$ cat config.mk
export PLATFORM = sky130hd
export DESIGN_NAME = lru_page_replacement_unit
export DESIGN_NICKNAME = d
export VERILOG_FILES = /design/src/hdl/lru_pkg.sv /design/src/hdl/lru_ctrl.sv /design/src/hdl/lru_dp.sv /design/src/hdl/lru_page_replacement_unit.sv
export SDC_FILE = /design/constraint.sdc
export NUM_CORES = 1
export LEC_CHECK = 0
export BUFFER_PORTS_ARGS = -buffer_cell sky130_fd_sc_hd__clkbuf_2
export CAP_MARGIN = 40
export CORE_UTILIZATION = 56
export DETAILED_ROUTE_END_ITERATION = 12
export PLACE_DENSITY = 0.74
export SKIP_CTS_REPAIR_TIMING = 1
export SYNTH_ARGS = -nofsm -noshare
export SYNTH_HDL_FRONTEND = slang
export SYNTH_HIERARCHICAL = 1
export SYNTH_SLANG_ARGS = --single-unit
$ cat constraint.sdc
create_clock -name clk -period 5.25 [get_ports clk]
set_input_delay 0.7875 -clock clk [delete_from_list [all_inputs] [get_ports clk]]
set_output_delay 0.7875 -clock clk [all_outputs]
set_load 0.01 [all_outputs]
$ cat src/hdl/lru_pkg.sv
// Shared types and constants for the LRU page replacement unit.
package lru_pkg;

	localparam int FRAMES = 8;
	localparam int IDX_W  = $clog2(FRAMES);
	localparam int OCC_W  = $clog2(FRAMES + 1);
	localparam int PAGE_W = 8;
	localparam int CAP_W  = 4;
	localparam int RANK_W = 3;

	localparam logic [CAP_W-1:0] CAP_RESET = CAP_W'(3);

	// Command codes
	localparam logic CMD_REF   = 1'b0;
	localparam logic CMD_CLEAR = 1'b1;

	typedef struct packed {
		logic              command;
		logic [PAGE_W-1:0] page;
	} req_t;

	typedef struct packed {
		logic              hit;
		logic              evicted_valid;
		logic [PAGE_W-1:0] evicted_page;
		logic [RANK_W-1:0] rank;
		logic [PAGE_W-1:0] entry_page;
		logic              last;
	} rsp_t;

	typedef enum logic [1:0] {
		ST_IDLE,
		ST_LOOKUP,
		ST_LIST
	} state_t;

	// Controller to datapath
	typedef struct packed {
		logic capture;
		logic clear;
		logic update;
		logic emit;
	} ctrl_cmd_t;

	// Datapath to controller
	typedef struct packed {
		logic rank_last;
	} ctrl_sts_t;

endpackage

$ cat src/hdl/lru_ctrl.sv
// Controller state machine for the LRU page replacement unit.
module lru_ctrl (
	input  logic               clk,
	input  logic               arst_n,
	input  logic               req_valid,
	input  logic               req_command,
	output logic               req_stall,
	output logic               rsp_valid,
	input  logic               rsp_stall,
	output lru_pkg::ctrl_cmd_t cmd,
	input  lru_pkg::ctrl_sts_t sts
);

	lru_pkg::state_t state_q, state_d;
	logic            out_valid_q;
	logic            out_free;

	assign out_free  = !out_valid_q || !rsp_stall;
	assign req_stall = (state_q != lru_pkg::ST_IDLE);
	assign rsp_valid = out_valid_q;

	// State register
	always_ff @(posedge clk or negedge arst_n) begin
		if (!arst_n) begin
			state_q <= lru_pkg::ST_IDLE;
		end else begin
			state_q <= state_d;
		end
	end

	// Next state and commands
	always_comb begin
		state_d = state_q;
		cmd     = '0;
		unique case (state_q)
			lru_pkg::ST_IDLE: begin
				if (req_valid) begin
					if (req_command == lru_pkg::CMD_CLEAR) begin
						cmd.clear = 1'b1;
					end else begin
						cmd.capture = 1'b1;
						state_d     = lru_pkg::ST_LOOKUP;
					end
				end
			end
			lru_pkg::ST_LOOKUP: begin
				cmd.update = 1'b1;
				state_d    = lru_pkg::ST_LIST;
			end
			lru_pkg::ST_LIST: begin
				if (out_free) begin
					cmd.emit = 1'b1;
					if (sts.rank_last) begin
						state_d = lru_pkg::ST_IDLE;
					end
				end
			end
			default: begin
				state_d = lru_pkg::ST_IDLE;
			end
		endcase
	end

	// Output valid: set on load, dropped once taken
	always_ff @(posedge clk or negedge arst_n) begin
		if (!arst_n) begin
			out_valid_q <= 1'b0;
		end else if (cmd.emit) begin
			out_valid_q <= 1'b1;
		end else if (!rsp_stall) begin
			out_valid_q <= 1'b0;
		end
	end

	// The final listing entry returns the controller to idle
	a_last_to_idle: assert property (@(posedge clk) disable iff (!arst_n)
		cmd.emit && sts.rank_last |=> state_q == lru_pkg::ST_IDLE)
		else $error("listing did not end after final entry");

endmodule

$ cat src/hdl/lru_dp.sv
// Datapath for the LRU page replacement unit: recency list, lookup and listing.
module lru_dp (
	input  logic                           clk,
	input  logic                           arst_n,
	input  logic                           cfg_wr_en,
	input  logic [lru_pkg::CAP_W-1:0]      cfg_wr_data,
	input  logic [lru_pkg::PAGE_W-1:0]     req_page,
	input  lru_pkg::ctrl_cmd_t             cmd,
	output lru_pkg::ctrl_sts_t             sts,
	output lru_pkg::rsp_t                  rsp
);

	logic [lru_pkg::PAGE_W-1:0] entry_q [lru_pkg::FRAMES];
	logic [lru_pkg::PAGE_W-1:0] page_q;
	logic [lru_pkg::CAP_W-1:0]  cap_q;
	logic [lru_pkg::OCC_W-1:0]  occ_q;
	logic [lru_pkg::IDX_W-1:0]  rank_q;
	logic                       hit_q;
	logic                       ev_valid_q;
	logic [lru_pkg::PAGE_W-1:0] ev_page_q;
	lru_pkg::rsp_t              rsp_q;

	logic [lru_pkg::FRAMES-1:0] match;
	logic                       hit;
	logic [lru_pkg::IDX_W-1:0]  pos;
	logic [lru_pkg::OCC_W-1:0]  cap_eff;
	logic                       evict;
	logic [lru_pkg::OCC_W-1:0]  shift_lim;
	logic [lru_pkg::OCC_W-1:0]  occ_m1;
	logic [lru_pkg::IDX_W-1:0]  rd_idx;
	logic [lru_pkg::PAGE_W-1:0] rd_data;

	assign occ_m1 = occ_q - lru_pkg::OCC_W'(1);

	// Effective capacity, zero acts as one, large values clamp to the frame count
	always_comb begin
		if (cap_q == '0) begin
			cap_eff = lru_pkg::OCC_W'(1);
		end else if (lru_pkg::OCC_W'(cap_q) > lru_pkg::OCC_W'(lru_pkg::FRAMES)) begin
			cap_eff = lru_pkg::OCC_W'(lru_pkg::FRAMES);
		end else begin
			cap_eff = lru_pkg::OCC_W'(cap_q);
		end
	end

	// Parallel compare over resident entries, lowest matching position wins
	always_comb begin
		pos = '0;
		for (int i = 0; i < lru_pkg::FRAMES; i++) begin
			match[i] = (entry_q[i] == page_q) && (lru_pkg::OCC_W'(i) < occ_q);
		end
		for (int i = lru_pkg::FRAMES - 1; i >= 0; i--) begin
			if (match[i]) begin
				pos = lru_pkg::IDX_W'(i);
			end
		end
	end

	assign hit   = |match;
	assign evict = !hit && (occ_q >= cap_eff) && (occ_q != '0);

	// Last position that takes its upper neighbor
	always_comb begin
		priority if (hit) begin
			shift_lim = lru_pkg::OCC_W'(pos);
		end else if (evict) begin
			shift_lim = occ_m1;
		end else begin
			shift_lim = occ_q;
		end
	end

	// Single read port: least recent entry during lookup, listing rank otherwise
	assign rd_idx  = cmd.update ? occ_m1[lru_pkg::IDX_W-1:0] : rank_q;
	assign rd_data = entry_q[rd_idx];

	assign sts.rank_last = (lru_pkg::OCC_W'(rank_q) == occ_m1);
	assign rsp           = rsp_q;

	// Recency list shift, no reset
	always_ff @(posedge clk) begin
		if (cmd.update) begin
			entry_q[0] <= page_q;
			for (int i = 1; i < lru_pkg::FRAMES; i++) begin
				if (lru_pkg::OCC_W'(i) <= shift_lim) begin
					entry_q[i] <= entry_q[i-1];
				end
			end
		end
	end

	// Payload registers
	always_ff @(posedge clk) begin
		if (cmd.capture) begin
			page_q <= req_page;
		end
		if (cmd.update) begin
			ev_page_q <= evict ? rd_data : '0;
		end
		if (cmd.emit) begin
			rsp_q.hit           <= hit_q;
			rsp_q.evicted_valid <= ev_valid_q;
			rsp_q.evicted_page  <= ev_page_q;
			rsp_q.rank          <= lru_pkg::RANK_W'(rank_q);
			rsp_q.entry_page    <= rd_data;
			rsp_q.last          <= sts.rank_last;
		end
	end

	// Control state
	always_ff @(posedge clk or negedge arst_n) begin
		if (!arst_n) begin
			cap_q      <= lru_pkg::CAP_RESET;
			occ_q      <= '0;
			rank_q     <= '0;
			hit_q      <= 1'b0;
			ev_valid_q <= 1'b0;
		end else begin
			if (cfg_wr_en) begin
				cap_q <= cfg_wr_data;
			end
			if (cmd.clear) begin
				occ_q <= '0;
			end else if (cmd.update) begin
				hit_q      <= hit;
				ev_valid_q <= evict;
				rank_q     <= '0;
				if (!hit && !evict) begin
					occ_q <= occ_q + lru_pkg::OCC_W'(1);
				end
			end else if (cmd.emit) begin
				rank_q <= rank_q + lru_pkg::IDX_W'(1);
			end
		end
	end

	a_occ_bound: assert property (@(posedge clk) disable iff (!arst_n)
		occ_q <= lru_pkg::OCC_W'(lru_pkg::FRAMES))
		else $error("occupancy above frame count");

	a_clear_empties: assert property (@(posedge clk) disable iff (!arst_n)
		cmd.clear |=> occ_q == '0)
		else $error("clear left pages resident");

	a_ref_nonempty: assert property (@(posedge clk) disable iff (!arst_n)
		cmd.update |=> occ_q != '0)
		else $error("reference left the set empty");

	a_hit_no_evict: assert property (@(posedge clk) disable iff (!arst_n)
		!(hit_q && ev_valid_q))
		else $error("hit and eviction on one reference");

endmodule

$ cat src/hdl/lru_page_replacement_unit.sv
// Top level of the LRU page replacement unit.
//
//  Channel   Signals                          Direction   Moves
//  req       req_valid, req_stall, req        in          command and page
//  rsp       rsp_valid, rsp_stall, rsp        out         one listing entry
//  cfg       cfg_wr_en, cfg_wr_data           in          capacity write
//
// A reference passes through capture, then the parallel lookup and list
// update, then one listing entry per resident page after it (1..8) through
// the single list read port. A clear is taken in idle without leaving it.
// req_stall is high from capture until the last entry is loaded into the
// output register; a stalled output holds the listing. Reset empties the set
// and sets the capacity to 3.
module lru_page_replacement_unit (
	input  logic                      clk,
	input  logic                      arst_n,
	input  logic                      req_valid,
	output logic                      req_stall,
	input  lru_pkg::req_t             req,
	output logic                      rsp_valid,
	input  logic                      rsp_stall,
	output lru_pkg::rsp_t             rsp,
	input  logic                      cfg_wr_en,
	input  logic [lru_pkg::CAP_W-1:0] cfg_wr_data
);

	lru_pkg::ctrl_cmd_t cmd;
	lru_pkg::ctrl_sts_t sts;

	lru_ctrl u_ctrl (
		.clk         (clk),
		.arst_n      (arst_n),
		.req_valid   (req_valid),
		.req_command (req.command),
		.req_stall   (req_stall),
		.rsp_valid   (rsp_valid),
		.rsp_stall   (rsp_stall),
		.cmd         (cmd),
		.sts         (sts)
	);

	lru_dp u_dp (
		.clk         (clk),
		.arst_n      (arst_n),
		.cfg_wr_en   (cfg_wr_en),
		.cfg_wr_data (cfg_wr_data),
		.req_page    (req.page),
		.cmd         (cmd),
		.sts         (sts),
		.rsp         (rsp)
	);

endmodule
==> flow_summary.html, run 1 <==
<table>
<tr><th>Metric</th><th>Value</th></tr>
<tr><th colspan="2">Run status</th></tr>
<tr><td>Status</td><td>complete, no violations</td></tr>
<tr><th colspan="2">Placement</th></tr>
<tr><td>Total placed instance area</td><td>about 6000 um^2</td></tr>
<tr><td>Gp weighted congestion</td><td>about 0.92</td></tr>
<tr><td>Port Buf Inserts</td><td>just over 40</td></tr>
<tr><td>Estimated wirelength of the detail-placed design</td><td>between 8 and 9 mm</td></tr>
<tr><th colspan="2">Power</th></tr>
<tr><td>Fraction of power consumed by the clock network</td><td>a little over a third</td></tr>
<tr><td>Internal Dissipation</td><td>roughly 2.5 mW</td></tr>
<tr><td>Switching power as a share of total power</td><td>between 20% and 30%</td></tr>
<tr><td>P_leak</td><td>between 2 and 2.5 nW</td></tr>
<tr><td>Net switching component of the power</td><td>1.037 mW</td></tr>
<tr><td>Share of power burned in registers</td><td>a little under two fifths</td></tr>
<tr><td>Comb power frac</td><td>a little over a quarter</td></tr>
<tr><td>Power density cells</td><td>526.9 nW/um^2</td></tr>
<tr><td>Worst ir drop on vdd</td><td>around 270 uV</td></tr>
<tr><th colspan="2">Logic synthesis</th></tr>
<tr><td>Cell Area, Synth</td><td>5717 um^2</td></tr>
<tr><td>Sequential-to-total area share from yosys stat</td><td>60.63%</td></tr>
<tr><td>Mapped Avg Cell Area</td><td>around 14 um^2</td></tr>
<tr><td>Commonest register cell after synthesis</td><td>edfxtp_1</td></tr>
<tr><td>Synth warn</td><td>6</td></tr>
<tr><td>Number of unique standard cell types used by synthesis</td><td>52</td></tr>
<tr><td>Share of synthesized flip-flops with an asynchronous set or reset</td><td>between 10% and 20%</td></tr>
<tr><td>Number of synthesized register bits</td><td>between 100 and 150</td></tr>
<tr><td>Post-Syn Nets</td><td>roughly 420</td></tr>
<tr><td>Post-synthesis instance total</td><td>395</td></tr>
<tr><td>Count of flip-flops with a built-in enable after synthesis</td><td>102</td></tr>
<tr><th colspan="2">Clock network</th></tr>
<tr><td>Clock root cell</td><td>clkbuf_8</td></tr>
<tr><td>Clock latency of the later-clocked register in the worst-skew pair</td><td>between 0.5 and 0.6 ns</td></tr>
<tr><td>Clock tree from TritonCTS</td><td>done</td></tr>
<tr><td>Number of CTS-inserted buffers</td><td>17</td></tr>
<tr><td>Sink count of the clock tree</td><td>118</td></tr>
<tr><td>Clock-pin slew reported for the worst setup and hold paths after clock tree synthesis</td><td>roughly 0.060 ns</td></tr>
<tr><td>Level count of the clock H-tree</td><td>4</td></tr>
<tr><td>CTS max path bufs</td><td>2</td></tr>
<tr><th colspan="2">Setup path</th></tr>
<tr><td>CP Capture Type</td><td>register</td></tr>
<tr><td>Endpoint arrival time on the critical path</td><td>a little under 4 ns</td></tr>
<tr><td>Highest net fanout along the worst path</td><td>12</td></tr>
<tr><td>Worst setup slack for register-to-register paths</td><td>1.42 ns</td></tr>
<tr><td>Class of the most critical setup path</td><td>register to register</td></tr>
<tr><td>Kind of launch point of the worst setup path</td><td>register</td></tr>
<tr><td>Required time of the critical path</td><td>5.39 ns</td></tr>
<tr><th colspan="2">Timing</th></tr>
<tr><td>Count of endpoints failing hold in the final timing report</td><td>0</td></tr>
<tr><td>Period minus WS final</td><td>roughly 3.8 ns</td></tr>
<tr><td>Setup violations, final</td><td>0</td></tr>
<tr><td>Worst-Margin Slew</td><td>just over 0.9 ns</td></tr>
<tr><td>Highest clock rate</td><td>between 200 and 300 MHz</td></tr>
<tr><td>Tcrit/Tclk final</td><td>between 70% and 80%</td></tr>
<tr><td>RSZ-0062 raised after global routing</td><td>false</td></tr>
<tr><td>Slew Limit Headroom</td><td>a little under two fifths</td></tr>
<tr><td>Aggregate negative setup slack</td><td>0 ns</td></tr>
<tr><td>Clock skew after layout</td><td>~0.0077 ns</td></tr>
<tr><td>Pins over their slew limit</td><td>0</td></tr>
<tr><th colspan="2">Final layout</th></tr>
<tr><td>Top library cells by usage in the layout, fill and taps aside</td><td>edfxtp_1 (102), clkbuf_2 (41), xnor2_1 (37)</td></tr>
<tr><td>Most common cell after layout, fill and taps aside</td><td>edfxtp_1</td></tr>
<tr><td>Layout Nets</td><td>470</td></tr>
<tr><td>Share of cells above drive strength 1</td><td>26.32%</td></tr>
<tr><td>P&amp;R area growth vs syn</td><td>16.06%</td></tr>
<tr><td>Final standard cell area without fillers</td><td>approximately 6600 um^2</td></tr>
<tr><td>Diode count</td><td>0</td></tr>
<tr><th colspan="2">Routing</th></tr>
<tr><td>Per-cell via count in the routed design</td><td>~5.9</td></tr>
<tr><td>Pre-antenna DRT Iters</td><td>5</td></tr>
<tr><td>Remaining DRCs</td><td>0</td></tr>
<tr><td>Aggregate routed wire length</td><td>about 11 mm</td></tr>
<tr><td>Mean routed wirelength per cell</td><td>slightly below 20 um</td></tr>
<tr><td>First-iteration detailed-routing DRC count</td><td>~290</td></tr>
<tr><td>Residual antenna-violating net count after detailed routing</td><td>0</td></tr>
<tr><td>Vias</td><td>approximately 3500</td></tr>
<tr><th colspan="2">Global route</th></tr>
<tr><td>Met1 track utilization from global routing</td><td>roughly a third</td></tr>
<tr><td>Met2 Resource Use GR</td><td>37.03%</td></tr>
<tr><td>Global-route wire length before repair</td><td>~18 mm</td></tr>
<tr><td>Grt ovf</td><td>0</td></tr>
<tr><td>Antenna violations before repair</td><td>0</td></tr>
<tr><td>Met3 track utilization from global routing</td><td>between 5 and 6%</td></tr>
<tr><td>Via count of the first global-routing pass</td><td>between 3000 and 4000</td></tr>
<tr><td>Global-route usage over all layers</td><td>between 20% and 30%</td></tr>
<tr><td>Largest net degree at the start of global routing</td><td>27</td></tr>
<tr><td>Highest-utilization routing layer at the global route stage</td><td>met2</td></tr>
<tr><th colspan="2">Floorplanning</th></tr>
<tr><td>Height of the die</td><td>slightly above 100 um</td></tr>
<tr><td># IOs</td><td>42</td></tr>
<tr><td>X dimension of the die</td><td>between 100 and 150 um</td></tr>
<tr><td>Row count</td><td>36</td></tr>
<tr><td>Die area</td><td>approximately 11000 um^2</td></tr>
<tr><td>Starting density of the core</td><td>58.22%</td></tr>
<tr><td>Core ar.</td><td>just under 10000 um^2</td></tr>
<tr><th colspan="2">Min path</th></tr>
<tr><td>Classification of the worst-slack hold path</td><td>input pin to asynchronous set/reset pin</td></tr>
<tr><th colspan="2">Job</th></tr>
<tr><td>Count of max-cap constraint violations</td><td>0</td></tr>
</table>
## power groups by stage
stage	Clock, mW	Combinational [mW]	Sequential [mW]
2_1_floorplan	0	0.671	1.34
3_3_place_gp	0	0.908	1.34
3_5_place_dp	0	0.931	1.35
4_1_cts	1.24	0.942	1.33
5_1_grt	1.28	1.03	1.35
6_report	1.22	0.947	1.33
## metal layers
layer	vias to the layer above	part of all wire (%)
met5	-	0
met3	23	6.1
met1	1705	43
li1	1593	-
met4	0	1.8
met2	160	49
## sequential cells by signal (all words and copies together), names as in the netlist
name,count
u_dp/ev_valid_q,1
u_dp/rank_q,3
u_ctrl/rsp_valid,1
u_dp/occ_q,4
u_dp/ev_page_q,8
u_dp/rsp,22
u_dp/entry_q,64
u_ctrl/state_q,2
u_dp/page_q,8
u_dp/cap_q,4
u_dp/hit_q,1
## cells in the mapped netlist, types with 2 or more instances
master,count,area (um^2)
nor4_1,7,43.79
or4_1,3,22.52
nor2_1,13,48.80
buf_2,2,10.01
nand3_1,9,45.04
edfxtp_1,102,3063
nand4_1,7,43.79
buf_6,4,45.04
nor3_1,9,45.04
and3_1,9,56.30
mux2_2,13,146.4
ha_1,9,112.6
mux4_2,16,360.4
a21oi_1,12,60.06
nand2b_1,3,18.77
nor3b_1,2,15.01
nor2b_1,3,18.77
dfstp_2,2,52.55
buf_4,10,75.07
o21bai_1,2,15.01
a31oi_1,5,31.28
dfrtp_1,14,350.3
nand2_1,17,63.81
inv_1,11,41.29
a21boi_0,2,15.01
o31ai_1,2,15.01
xor2_1,33,289.0
xnor2_1,37,324.1
o211ai_1,2,15.01
o21ai_0,12,60.06
clkbuf_1,2,7.510
## per-stage QoR
stage          std cells  setup WS (ns)  power [mW]  util [%]  hold WS, ns
6_report             589          1.419       3.496     67.57       0.2008
5_1_grt              589          1.203       3.663     67.57       0.2127
4_1_cts              589          1.484       3.514     67.57       0.1932
3_5_place_dp         557          1.457       2.278     61.20       0.4052
3_3_place_gp         554          1.532       2.247     60.96       0.4013
2_1_floorplan        395          2.075       2.006         -       0.4003
## cells by family (layout without fill, tap and decap cells)
logic type               Yosys count  in the layout  share of synthesized area [%]
XOR/XNOR                          70             70                          10.72
AND/OR/NAND/NOR                   92             92                          9.105
buffers and inverters             30             91                          3.217
adder cells (fa/ha/maj)            9              9                          1.970
flip-flops                       118            118                          60.63
AO/OA/AOI/OAI                     46             46                          5.252
multiplexers                      30             30                          9.105
## path summary, 6_finish.rpt
check / from / endpoint / depth (start not counted)
worst max-delay path: u_dp/occ_q[0] / u_dp/entry_q[6][2] / 9
worst min-delay path: arst_n / u_dp/hit_q / 1
worst min register to register: u_dp/ev_page_q[7] / u_dp/rsp[19] / 0
min in group clk: u_dp/ev_page_q[7] / u_dp/rsp[19] / 0
worst max register to register: u_dp/occ_q[0] / u_dp/entry_q[6][2] / 9
max in group asynchronous: arst_n / u_dp/cap_q[0] / 1
## layout make-up
class,count,area [um^2]
clock buffer,18,417.9
clock inverter,14,207.7
fill,692,3184
inverter,11,41.29
multi-input combinational,247,2077
sequential,118,3466
tap,133,166.4
timing repair buffer,48,259.0
## worst max-delay path, stage by stage (launching register included)
cell and delay [ns]:
dfrtp_1 0.49, inv_1 0.18, ha_1 0.31, nand2b_1 0.15, a2111o_1 0.45, o211a_1 0.29, mux2_2 0.34, a21boi_0 0.27
o21ai_1 0.20, a21oi_1 0.79
Note: power is estimated with default switching activity, not from simulation.
==> run 2: changes to the inputs <==
--- a/config.mk
+++ b/config.mk
@@ -7,9 +7,9 @@
 export LEC_CHECK = 0
 export BUFFER_PORTS_ARGS = -buffer_cell sky130_fd_sc_hd__clkbuf_2
 export CAP_MARGIN = 40
-export CORE_UTILIZATION = 56
+export CORE_UTILIZATION = 54
 export DETAILED_ROUTE_END_ITERATION = 12
-export PLACE_DENSITY = 0.74
+export PLACE_DENSITY = 0.75
 export SKIP_CTS_REPAIR_TIMING = 1
 export SYNTH_ARGS = -nofsm -noshare
 export SYNTH_HDL_FRONTEND = slang
==> constraint.sdc (replaced) <==
create_clock -name clk -period 3.1 [get_ports clk]
set_input_delay 0.465 -clock clk [delete_from_list [all_inputs] [get_ports clk]]
set_output_delay 0.465 -clock clk [all_outputs]
set_load 0.01 [all_outputs]
==> run 2 against run 1 <==
- worst hold slack got worse by 0.074 ns
- critical path depth is 3 higher
- sequential power grew 68%
- die area up 3.6%
- via count rose by 2.2%
- sequential cell count is the same
- final cell count increased by 4.9%
- worst setup slack worse by 1.3 ns
- largest power group unchanged
==> flow_summary.html, run 2 (synthesis gave the netlist of run 1 again) <==
<table>
<tr><th>Metric</th><th>Value</th></tr>
<tr><th colspan="2">Run status</th></tr>
<tr><td>Status</td><td>complete, no violations</td></tr>
<tr><th colspan="2">Global route</th></tr>
<tr><td>Via count of the first global-routing pass</td><td>3431 (+5.0%)</td></tr>
<tr><td>Grt ovf</td><td>0 (unchanged)</td></tr>
<tr><td>Global-route usage over all layers</td><td>22.72% (-0.89 points)</td></tr>
<tr><td>Largest net degree at the start of global routing</td><td>28 (+3.7%)</td></tr>
<tr><td>Antenna violations before repair</td><td>0 (unchanged)</td></tr>
<tr><td>Global-route wire length before repair</td><td>18.27 mm (+4.1%)</td></tr>
<tr><th colspan="2">Clock network</th></tr>
<tr><td>Clock root cell</td><td>clkbuf_8</td></tr>
<tr><td>CTS max path bufs</td><td>2 (unchanged)</td></tr>
<tr><td>Number of CTS-inserted buffers</td><td>17 (unchanged)</td></tr>
<tr><td>Clock-pin slew reported for the worst setup and hold paths after clock tree synthesis</td><td>0.06 ns (about the same)</td></tr>
<tr><td>Clock tree from TritonCTS</td><td>done</td></tr>
<tr><td>Clock latency of the later-clocked register in the worst-skew pair</td><td>0.52 ns (about the same)</td></tr>
<tr><td>Level count of the clock H-tree</td><td>4 (unchanged)</td></tr>
<tr><td>Sink count of the clock tree</td><td>118 (unchanged)</td></tr>
<tr><th colspan="2">Routing</th></tr>
<tr><td>Mean routed wirelength per cell</td><td>19.08 um (-1.3%)</td></tr>
<tr><td>Aggregate routed wire length</td><td>11.79 mm (+3.6%)</td></tr>
<tr><td>Pre-antenna DRT Iters</td><td>5 (unchanged)</td></tr>
<tr><td>First-iteration detailed-routing DRC count</td><td>250 (-15%)</td></tr>
<tr><td>Remaining DRCs</td><td>0 (unchanged)</td></tr>
<tr><td>Vias</td><td>3559 (+2.2%)</td></tr>
<tr><td>Residual antenna-violating net count after detailed routing</td><td>0 (unchanged)</td></tr>
<tr><td>Per-cell via count in the routed design</td><td>5.759 (-2.6%)</td></tr>
<tr><th colspan="2">Final layout</th></tr>
<tr><td>Final standard cell area without fillers</td><td>6837 um^2 (+3.0%)</td></tr>
<tr><td>Filler cells</td><td>732 (+5.8%)</td></tr>
<tr><td>P&amp;R area growth vs syn</td><td>19.59%</td></tr>
<tr><td>Layout Nets</td><td>496 (+5.5%)</td></tr>
<tr><td>Diode count</td><td>0 (unchanged)</td></tr>
<tr><td>Largest Register</td><td>u_dp/entry_q</td></tr>
<tr><td>Top library cells by usage in the layout, fill and taps aside</td><td>edfxtp_1 (102), clkbuf_2 (41), xnor2_1 (37)</td></tr>
<tr><td>Share of cells above drive strength 1</td><td>31.33% (+5.0 points)</td></tr>
<tr><td>Max FFs per register</td><td>64 (unchanged)</td></tr>
<tr><td>Count of placed standard cells in the final layout, fillers left out</td><td>618 (+4.9%)</td></tr>
<tr><td>Most common cell after layout, fill and taps aside</td><td>edfxtp_1</td></tr>
<tr><th colspan="2">Timing</th></tr>
<tr><td>Period minus WS final</td><td>2.994 ns (-0.8365 ns)</td></tr>
<tr><td>Tcrit/Tclk final</td><td>96.58% (+24 points)</td></tr>
<tr><td>Slew Limit Headroom</td><td>51.14% (+13 points)</td></tr>
<tr><td>Setup violations, final</td><td>0 (unchanged)</td></tr>
<tr><td>Final WS setup</td><td>0.1059 ns (-1.313 ns)</td></tr>
<tr><td>Pins over their slew limit</td><td>0 (unchanged)</td></tr>
<tr><td>Clock skew after layout</td><td>0.01501 ns (+0.007298 ns)</td></tr>
<tr><td>Final worst hold slack</td><td>0.1269 ns (-0.07393 ns)</td></tr>
<tr><td>Highest clock rate</td><td>334.0 MHz (+28%)</td></tr>
<tr><td>RSZ-0062 raised after global routing</td><td>true</td></tr>
<tr><td>Count of endpoints failing hold in the final timing report</td><td>0 (unchanged)</td></tr>
<tr><td>Worst-Margin Slew</td><td>0.7272 ns (-0.2028 ns)</td></tr>
<tr><th colspan="2">Setup path</th></tr>
<tr><td>Crit path launch</td><td>u_dp/cap_q[1]</td></tr>
<tr><td>Required time of the critical path</td><td>3.31 ns (-2.08 ns)</td></tr>
<tr><td>Highest net fanout along the worst path</td><td>8 (-4)</td></tr>
<tr><td>Crit Reg-Reg Startpoint</td><td>u_dp/cap_q[1]</td></tr>
<tr><td>Slowest stage cell, crit path</td><td>dfstp_2</td></tr>
<tr><td>Cells traversed along the worst timing path</td><td>nor2_1 -&gt; nor2_1 -&gt; nor2_1 -&gt; ha_1 -&gt; nand2b_1 -&gt; a2111o_1 -&gt; o211a_1 -&gt; mux2_2 -&gt; a21boi_2 -&gt; o211ai_1 -&gt; a22oi_1 -&gt; buf_4</td></tr>
<tr><td>CP Capture Type</td><td>register</td></tr>
<tr><td>Most used cell, CP</td><td>nor2_1</td></tr>
<tr><td>Endpoint arrival time on the critical path</td><td>3.21 ns (-0.76 ns)</td></tr>
<tr><td>Kind of launch point of the worst setup path</td><td>register</td></tr>
<tr><td>Class of the most critical setup path</td><td>register to register</td></tr>
<tr><td>Stage delay of the slowest cell on the critical path</td><td>0.54 ns (-0.25 ns)</td></tr>
<tr><th colspan="2">Placement</th></tr>
<tr><td>Instance count after placement with tap cells included</td><td>579 (+3.9%)</td></tr>
<tr><td>Setup slack at placement</td><td>-0.05023 ns (-1.507 ns)</td></tr>
<tr><td>Total placed instance area</td><td>6176 um^2 (+2.8%)</td></tr>
<tr><td>Gp weighted congestion</td><td>0.8987 (-2.4%)</td></tr>
<tr><td>Estimated wirelength of the detail-placed design</td><td>8.301 mm (+3.0%)</td></tr>
<tr><td>Port Buf Inserts</td><td>41 (unchanged)</td></tr>
<tr><th colspan="2">Job</th></tr>
<tr><td>Count of max-cap constraint violations</td><td>0 (unchanged)</td></tr>
<tr><th colspan="2">Floorplanning</th></tr>
<tr><td>Starting density of the core</td><td>55.62% (-2.6 points)</td></tr>
<tr><td># IOs</td><td>42 (unchanged)</td></tr>
<tr><td>Die area</td><td>11000 um^2 (+3.6%)</td></tr>
<tr><td>Core ar.</td><td>10280 um^2 (+4.7%)</td></tr>
<tr><td>Height of the die</td><td>104.9 um (+1.8%)</td></tr>
<tr><td>X dimension of the die</td><td>104.9 um (+1.8%)</td></tr>
<tr><td>Row count</td><td>37 (+2.8%)</td></tr>
<tr><th colspan="2">Power</th></tr>
<tr><td>Power density cells</td><td>860.7 nW/um^2 (+63%)</td></tr>
<tr><td>Worst ir drop on vdd</td><td>429.6 uV (+60%)</td></tr>
<tr><td>P_leak</td><td>2.507 nW (+4.6%)</td></tr>
<tr><th colspan="2">Min path</th></tr>
<tr><td>Worst min-delay path startpoint</td><td>req[4]</td></tr>
<tr><td>Classification of the worst-slack hold path</td><td>input pin to register</td></tr>
</table>
run 2: cell count changes in the layout (fill, tap and decap cells not counted), sizes merged:
cell	previous run	this run
bufinv	5	3
buf	7	32
inv	11	15
clkinvlp	2	4
clkinv	7	4
clkbuf	59	58
dlygate4sd3	0	1
run 2: routing by layer:
metal / wire [um] / vias up / track usage (%)
met2: 5753 / 159 / 35.53
met4: 39 / 0 / 6.640
met3: 831 / 4 / 6.488
li1: - / 1652 / -
met5: 0 / - / 0
met1: 5167 / 1744 / 31.15
run 2: report_power, final:
part	internal (mW)	leakage (nW)	switching, mW
registers	2.06	1.14	0.169
logic	0.799	1.10	0.917
clock network	1.22	0.274	0.717
run 2: path summary, 6_finish.rpt:
check / cells after the start / slack (ns) / to
max: 12 / 0.11 / u_dp/entry_q[3][7]
min: 1 / 0.13 / u_dp/page_q[4]
max reg2reg: 12 / 0.11 / u_dp/entry_q[3][7]
min reg2reg: 0 / 0.42 / u_dp/rsp[16]
max in group asynchronous: 2 / 2.35 / u_dp/cap_q[1]
min in group asynchronous: 2 / 0.42 / u_dp/rank_q[1]
run 2: area by class of cell:
cell class              instances  area, um^2  area share, %
multi-input cells             247        2102          30.75
repair buffers                 74       467.9          6.845
clock inverters                15       175.2          2.562
flip-flops and latches        118        3466          50.70
clock buffers                  17       414.1          6.058
well taps                     136       170.2          2.489
inverters                      11       41.29         0.6040
run 2: stage by stage:
step / TNS (ns) / utilization [%] / total power [mW]
detailed placement: -1.225 / 60.09 / 3.929
finish: 0 / 66.52 / 5.884
CTS: -1.831 / 65.83 / 5.891
global route: -0.2609 / 66.52 / 6.163
floorplan: -0.8365 / - / 3.408
global placement: 0 / 60.09 / 3.883
run 2: worst max-delay path: cells and delay by family (launching register included):
family / cells / cell delay [ns]
compound gates: 5 / 1.09
buf+inv: 1 / 0.21
mux: 1 / 0.29
simple gates: 4 / 0.32
flops: 1 / 0.54
fa+ha+maj: 1 / 0.26
==> run 3: changes to the inputs <==
--- a/config.mk
+++ b/config.mk
@@ -7,6 +7,7 @@
 export LEC_CHECK = 0
 export BUFFER_PORTS_ARGS = -buffer_cell sky130_fd_sc_hd__clkbuf_2
 export CAP_MARGIN = 40
+export CORE_ASPECT_RATIO = 2
 export CORE_UTILIZATION = 54
 export DETAILED_ROUTE_END_ITERATION = 12
 export PLACE_DENSITY = 0.75
==> run 3 against run 2 <==
- wire length increased by 7.3%
- core utilization rose by 0.70 points
- combinational power increased by 7%
- the flow now finishes with violations (hold timing)
- worst hold slack worse by 0.14 ns
- clock skew fell by 0.0082 ns
- critical path type unchanged
- maximum frequency shrank 0.99%
- largest power group unchanged
- final cell count stayed put
- critical endpoint is now u_dp/entry_q[7][5]
==> flow_summary.html, run 3 (synthesis gave the netlist of run 1 again) <==
<table>
<tr><th>Metric</th><th>Value</th></tr>
<tr><th colspan="2">Final layout</th></tr>
<tr><td>Register area</td><td>3466 um^2 (unchanged)</td></tr>
<tr><td>Final standard cell area without fillers</td><td>6867 um^2 (+0.44%)</td></tr>
<tr><td>Max FFs per register</td><td>64 (unchanged)</td></tr>
<tr><td>Total area of multi-input combinational cells</td><td>2121 um^2 (+0.89%)</td></tr>
<tr><td>Diode count</td><td>0 (unchanged)</td></tr>
<tr><td>Layout Nets</td><td>497 (+0.20%)</td></tr>
<tr><td>Share of cells above drive strength 1</td><td>31.26% (-0.065 points)</td></tr>
<tr><td>Largest Register</td><td>u_dp/entry_q</td></tr>
<tr><td>Filler cells</td><td>725 (-0.96%)</td></tr>
<tr><td>Count of placed standard cells in the final layout, fillers left out</td><td>618 (unchanged)</td></tr>
<tr><td>Most common cell after layout, fill and taps aside</td><td>edfxtp_1</td></tr>
<tr><td>Top library cells by usage in the layout, fill and taps aside</td><td>edfxtp_1 (102), clkbuf_2 (41), xnor2_1 (37)</td></tr>
<tr><td>P&amp;R area growth vs syn</td><td>20.11%</td></tr>
<tr><th colspan="2">Min path</th></tr>
<tr><td>Classification of the worst-slack hold path</td><td>input pin to asynchronous set/reset pin</td></tr>
<tr><th colspan="2">Timing</th></tr>
<tr><td>Count of endpoints failing hold in the final timing report</td><td>14 (+14)</td></tr>
<tr><td>Setup violations, final</td><td>0 (unchanged)</td></tr>
<tr><td>Clock skew after layout</td><td>0.006801 ns (-0.008212 ns)</td></tr>
<tr><td>Highest clock rate</td><td>330.7 MHz (-0.99%)</td></tr>
<tr><td>Slew Limit Headroom</td><td>58.10% (+7.0 points)</td></tr>
<tr><td>Final worst hold slack</td><td>-0.01363 ns (-0.1405 ns)</td></tr>
<tr><td>Period minus WS final</td><td>3.024 ns (+0.03008 ns)</td></tr>
<tr><td>Pins over their slew limit</td><td>0 (unchanged)</td></tr>
<tr><td>Tcrit/Tclk final</td><td>97.55% (+0.97 points)</td></tr>
<tr><td>RSZ-0062 raised after global routing</td><td>true</td></tr>
<tr><td>Worst-Margin Slew</td><td>0.6237 ns (-0.1036 ns)</td></tr>
<tr><td>Final WS setup</td><td>0.07584 ns (-0.03008 ns)</td></tr>
<tr><th colspan="2">Floorplanning</th></tr>
<tr><td>Height of the die</td><td>147.5 um (+41%)</td></tr>
<tr><td>Die area</td><td>11030 um^2 (+0.23%)</td></tr>
<tr><td>Core ar.</td><td>10210 um^2 (-0.61%)</td></tr>
<tr><td>X dimension of the die</td><td>74.76 um (-29%)</td></tr>
<tr><td># IOs</td><td>42 (unchanged)</td></tr>
<tr><td>Starting density of the core</td><td>55.97% (+0.34 points)</td></tr>
<tr><td>Row count</td><td>52 (+41%)</td></tr>
<tr><th colspan="2">Placement</th></tr>
<tr><td>Setup slack at placement</td><td>-0.05489 ns (-0.004659 ns)</td></tr>
<tr><td>Instance count after placement with tap cells included</td><td>586 (+1.2%)</td></tr>
<tr><td>Gp weighted congestion</td><td>0.9632 (+7.2%)</td></tr>
<tr><td>Total placed instance area</td><td>6247 um^2 (+1.2%)</td></tr>
<tr><td>Port Buf Inserts</td><td>41 (unchanged)</td></tr>
<tr><td>Estimated wirelength of the detail-placed design</td><td>9.019 mm (+8.6%)</td></tr>
<tr><th colspan="2">Global route</th></tr>
<tr><td>Global-route usage over all layers</td><td>25.68% (+3.0 points)</td></tr>
<tr><td>Grt ovf</td><td>0 (unchanged)</td></tr>
<tr><td>Via count of the first global-routing pass</td><td>3730 (+8.7%)</td></tr>
<tr><td>Antenna violations before repair</td><td>0 (unchanged)</td></tr>
<tr><td>Largest net degree at the start of global routing</td><td>28 (unchanged)</td></tr>
<tr><td>Global-route wire length before repair</td><td>19.86 mm (+8.7%)</td></tr>
<tr><th colspan="2">Power</th></tr>
<tr><td>P_leak</td><td>2.540 nW (+1.3%)</td></tr>
<tr><td>Power density cells</td><td>874.8 nW/um^2 (+1.6%)</td></tr>
<tr><td>Worst ir drop on vdd</td><td>935.5 uV (+120%)</td></tr>
<tr><th colspan="2">Setup path</th></tr>
<tr><td>Class of the most critical setup path</td><td>register to register</td></tr>
<tr><td>Worst flop-to-flop path endpoint</td><td>u_dp/entry_q[7][5]</td></tr>
<tr><td>Required time of the critical path</td><td>3.21 ns (-0.10 ns)</td></tr>
<tr><td>Kind of launch point of the worst setup path</td><td>register</td></tr>
<tr><td>CP Capture Type</td><td>register</td></tr>
<tr><td>Worst R2R Path Depth</td><td>12 (unchanged)</td></tr>
<tr><td>Crit Reg-Reg Startpoint</td><td>u_dp/cap_q[1]</td></tr>
<tr><td>Worst setup slack for register-to-register paths</td><td>0.08 ns (-0.03 ns)</td></tr>
<tr><td>Endpoint arrival time on the critical path</td><td>3.14 ns (-0.07 ns)</td></tr>
<tr><td>Highest net fanout along the worst path</td><td>8 (unchanged)</td></tr>
<tr><th colspan="2">Job</th></tr>
<tr><td>Count of max-cap constraint violations</td><td>0 (unchanged)</td></tr>
<tr><th colspan="2">Clock network</th></tr>
<tr><td>Clock latency of the later-clocked register in the worst-skew pair</td><td>0.41 ns (-0.11 ns)</td></tr>
<tr><td>Level count of the clock H-tree</td><td>4 (unchanged)</td></tr>
<tr><td>CTS max path bufs</td><td>2 (unchanged)</td></tr>
<tr><td>Clock-pin slew reported for the worst setup and hold paths after clock tree synthesis</td><td>0.05 ns (about the same)</td></tr>
<tr><td>Number of CTS-inserted buffers</td><td>17 (unchanged)</td></tr>
<tr><td>Clock root cell</td><td>clkbuf_16</td></tr>
<tr><td>Clock tree from TritonCTS</td><td>done</td></tr>
<tr><td>Sink count of the clock tree</td><td>118 (unchanged)</td></tr>
<tr><th colspan="2">Routing</th></tr>
<tr><td>Residual antenna-violating net count after detailed routing</td><td>0 (unchanged)</td></tr>
<tr><td>First-iteration detailed-routing DRC count</td><td>314 (+26%)</td></tr>
<tr><td>Mean routed wirelength per cell</td><td>20.48 um (+7.3%)</td></tr>
<tr><td>Vias</td><td>3581 (+0.62%)</td></tr>
<tr><td>Aggregate routed wire length</td><td>12.66 mm (+7.3%)</td></tr>
<tr><td>Remaining DRCs</td><td>0 (unchanged)</td></tr>
<tr><td>Pre-antenna DRT Iters</td><td>5 (unchanged)</td></tr>
<tr><td>Per-cell via count in the routed design</td><td>5.794 (+0.62%)</td></tr>
<tr><th colspan="2">Run status</th></tr>
<tr><td>Failing checks</td><td>hold timing</td></tr>
<tr><td>Status</td><td>complete, but fails checks</td></tr>
</table>
[run 3: cell types whose count changed in the layout (fill, tap and decap cells not counted), sizes merged]
cell         change
clkbuf           +5
clkinvlp         -3
inv              -3
buf              +2
clkinv           +1
dlygate4sd3      -1
[run 3: worst max-delay path by stage]
stage,from,endpoint,slack (ns),cells after the start
6_report,u_dp/cap_q[1],u_dp/entry_q[7][5],0.08,12
5_1_grt,u_dp/cap_q[1],u_dp/entry_q[7][0],-0.004,12
4_1_cts,u_dp/cap_q[1],u_dp/entry_q[7][0],-0.07,12
3_5_place_dp,u_dp/cap_q[1],u_dp/entry_q[7][5],-0.05,12
3_3_place_gp,u_dp/cap_q[1],u_dp/entry_q[7][5],0.02,12
2_1_floorplan,u_dp/cap_q[1],u_dp/entry_q[6][0],-0.05,11
[run 3: final cells by class]
type / instances / area share (%)
Inverter: 11 / 0.6013
Tap cell: 135 / 2.460
Timing Repair Buffer: 75 / 7.070
Clock inverter: 10 / 1.895
Sequential cell: 118 / 50.47
Multi-Input combinational cell: 247 / 30.89
Clock buffer: 22 / 6.614
[run 3: critical path: stages (launching register included)]
cell and delay [ns]:
dfstp_2 0.52, nor2_1 0.04, nor2_1 0.10, nor2_1 0.06
ha_1 0.27, nand2b_1 0.14, a2111o_1 0.40, o211a_1 0.15
mux2_2 0.30, a21boi_4 0.17, o21ai_4 0.09, o31ai_2 0.27
buf_4 0.22
[run 3: stage by stage]
stage	power, mW	TNS (ns)	utilization [%]
finish	6.007	0	67.22
global route	6.254	-0.03255	67.22
CTS	5.992	-1.213	66.88
detailed placement	4.035	-0.5713	61.16
global placement	3.990	0	61.16
floorplan	3.408	-0.8365	-
[run 3: metal layers]
layer | vias to the layer above | routed length [um] | GRT usage, %
met1 | 1775 | 4500 | 28.24
met4 | 0 | 915 | 19.43
met5 | - | 0 | 0
li1 | 1645 | - | -
met3 | 42 | 492 | 5.590
met2 | 119 | 6748 | 41.80
[run 3: power by group]
part / internal (mW) / switching, mW / total [mW] / leakage [nW]
Combinational: 0.825 / 1.02 / 1.84 / 1.12
Sequential: 2.06 / 0.162 / 2.22 / 1.14
Clock: 1.28 / 0.666 / 1.94 / 0.286
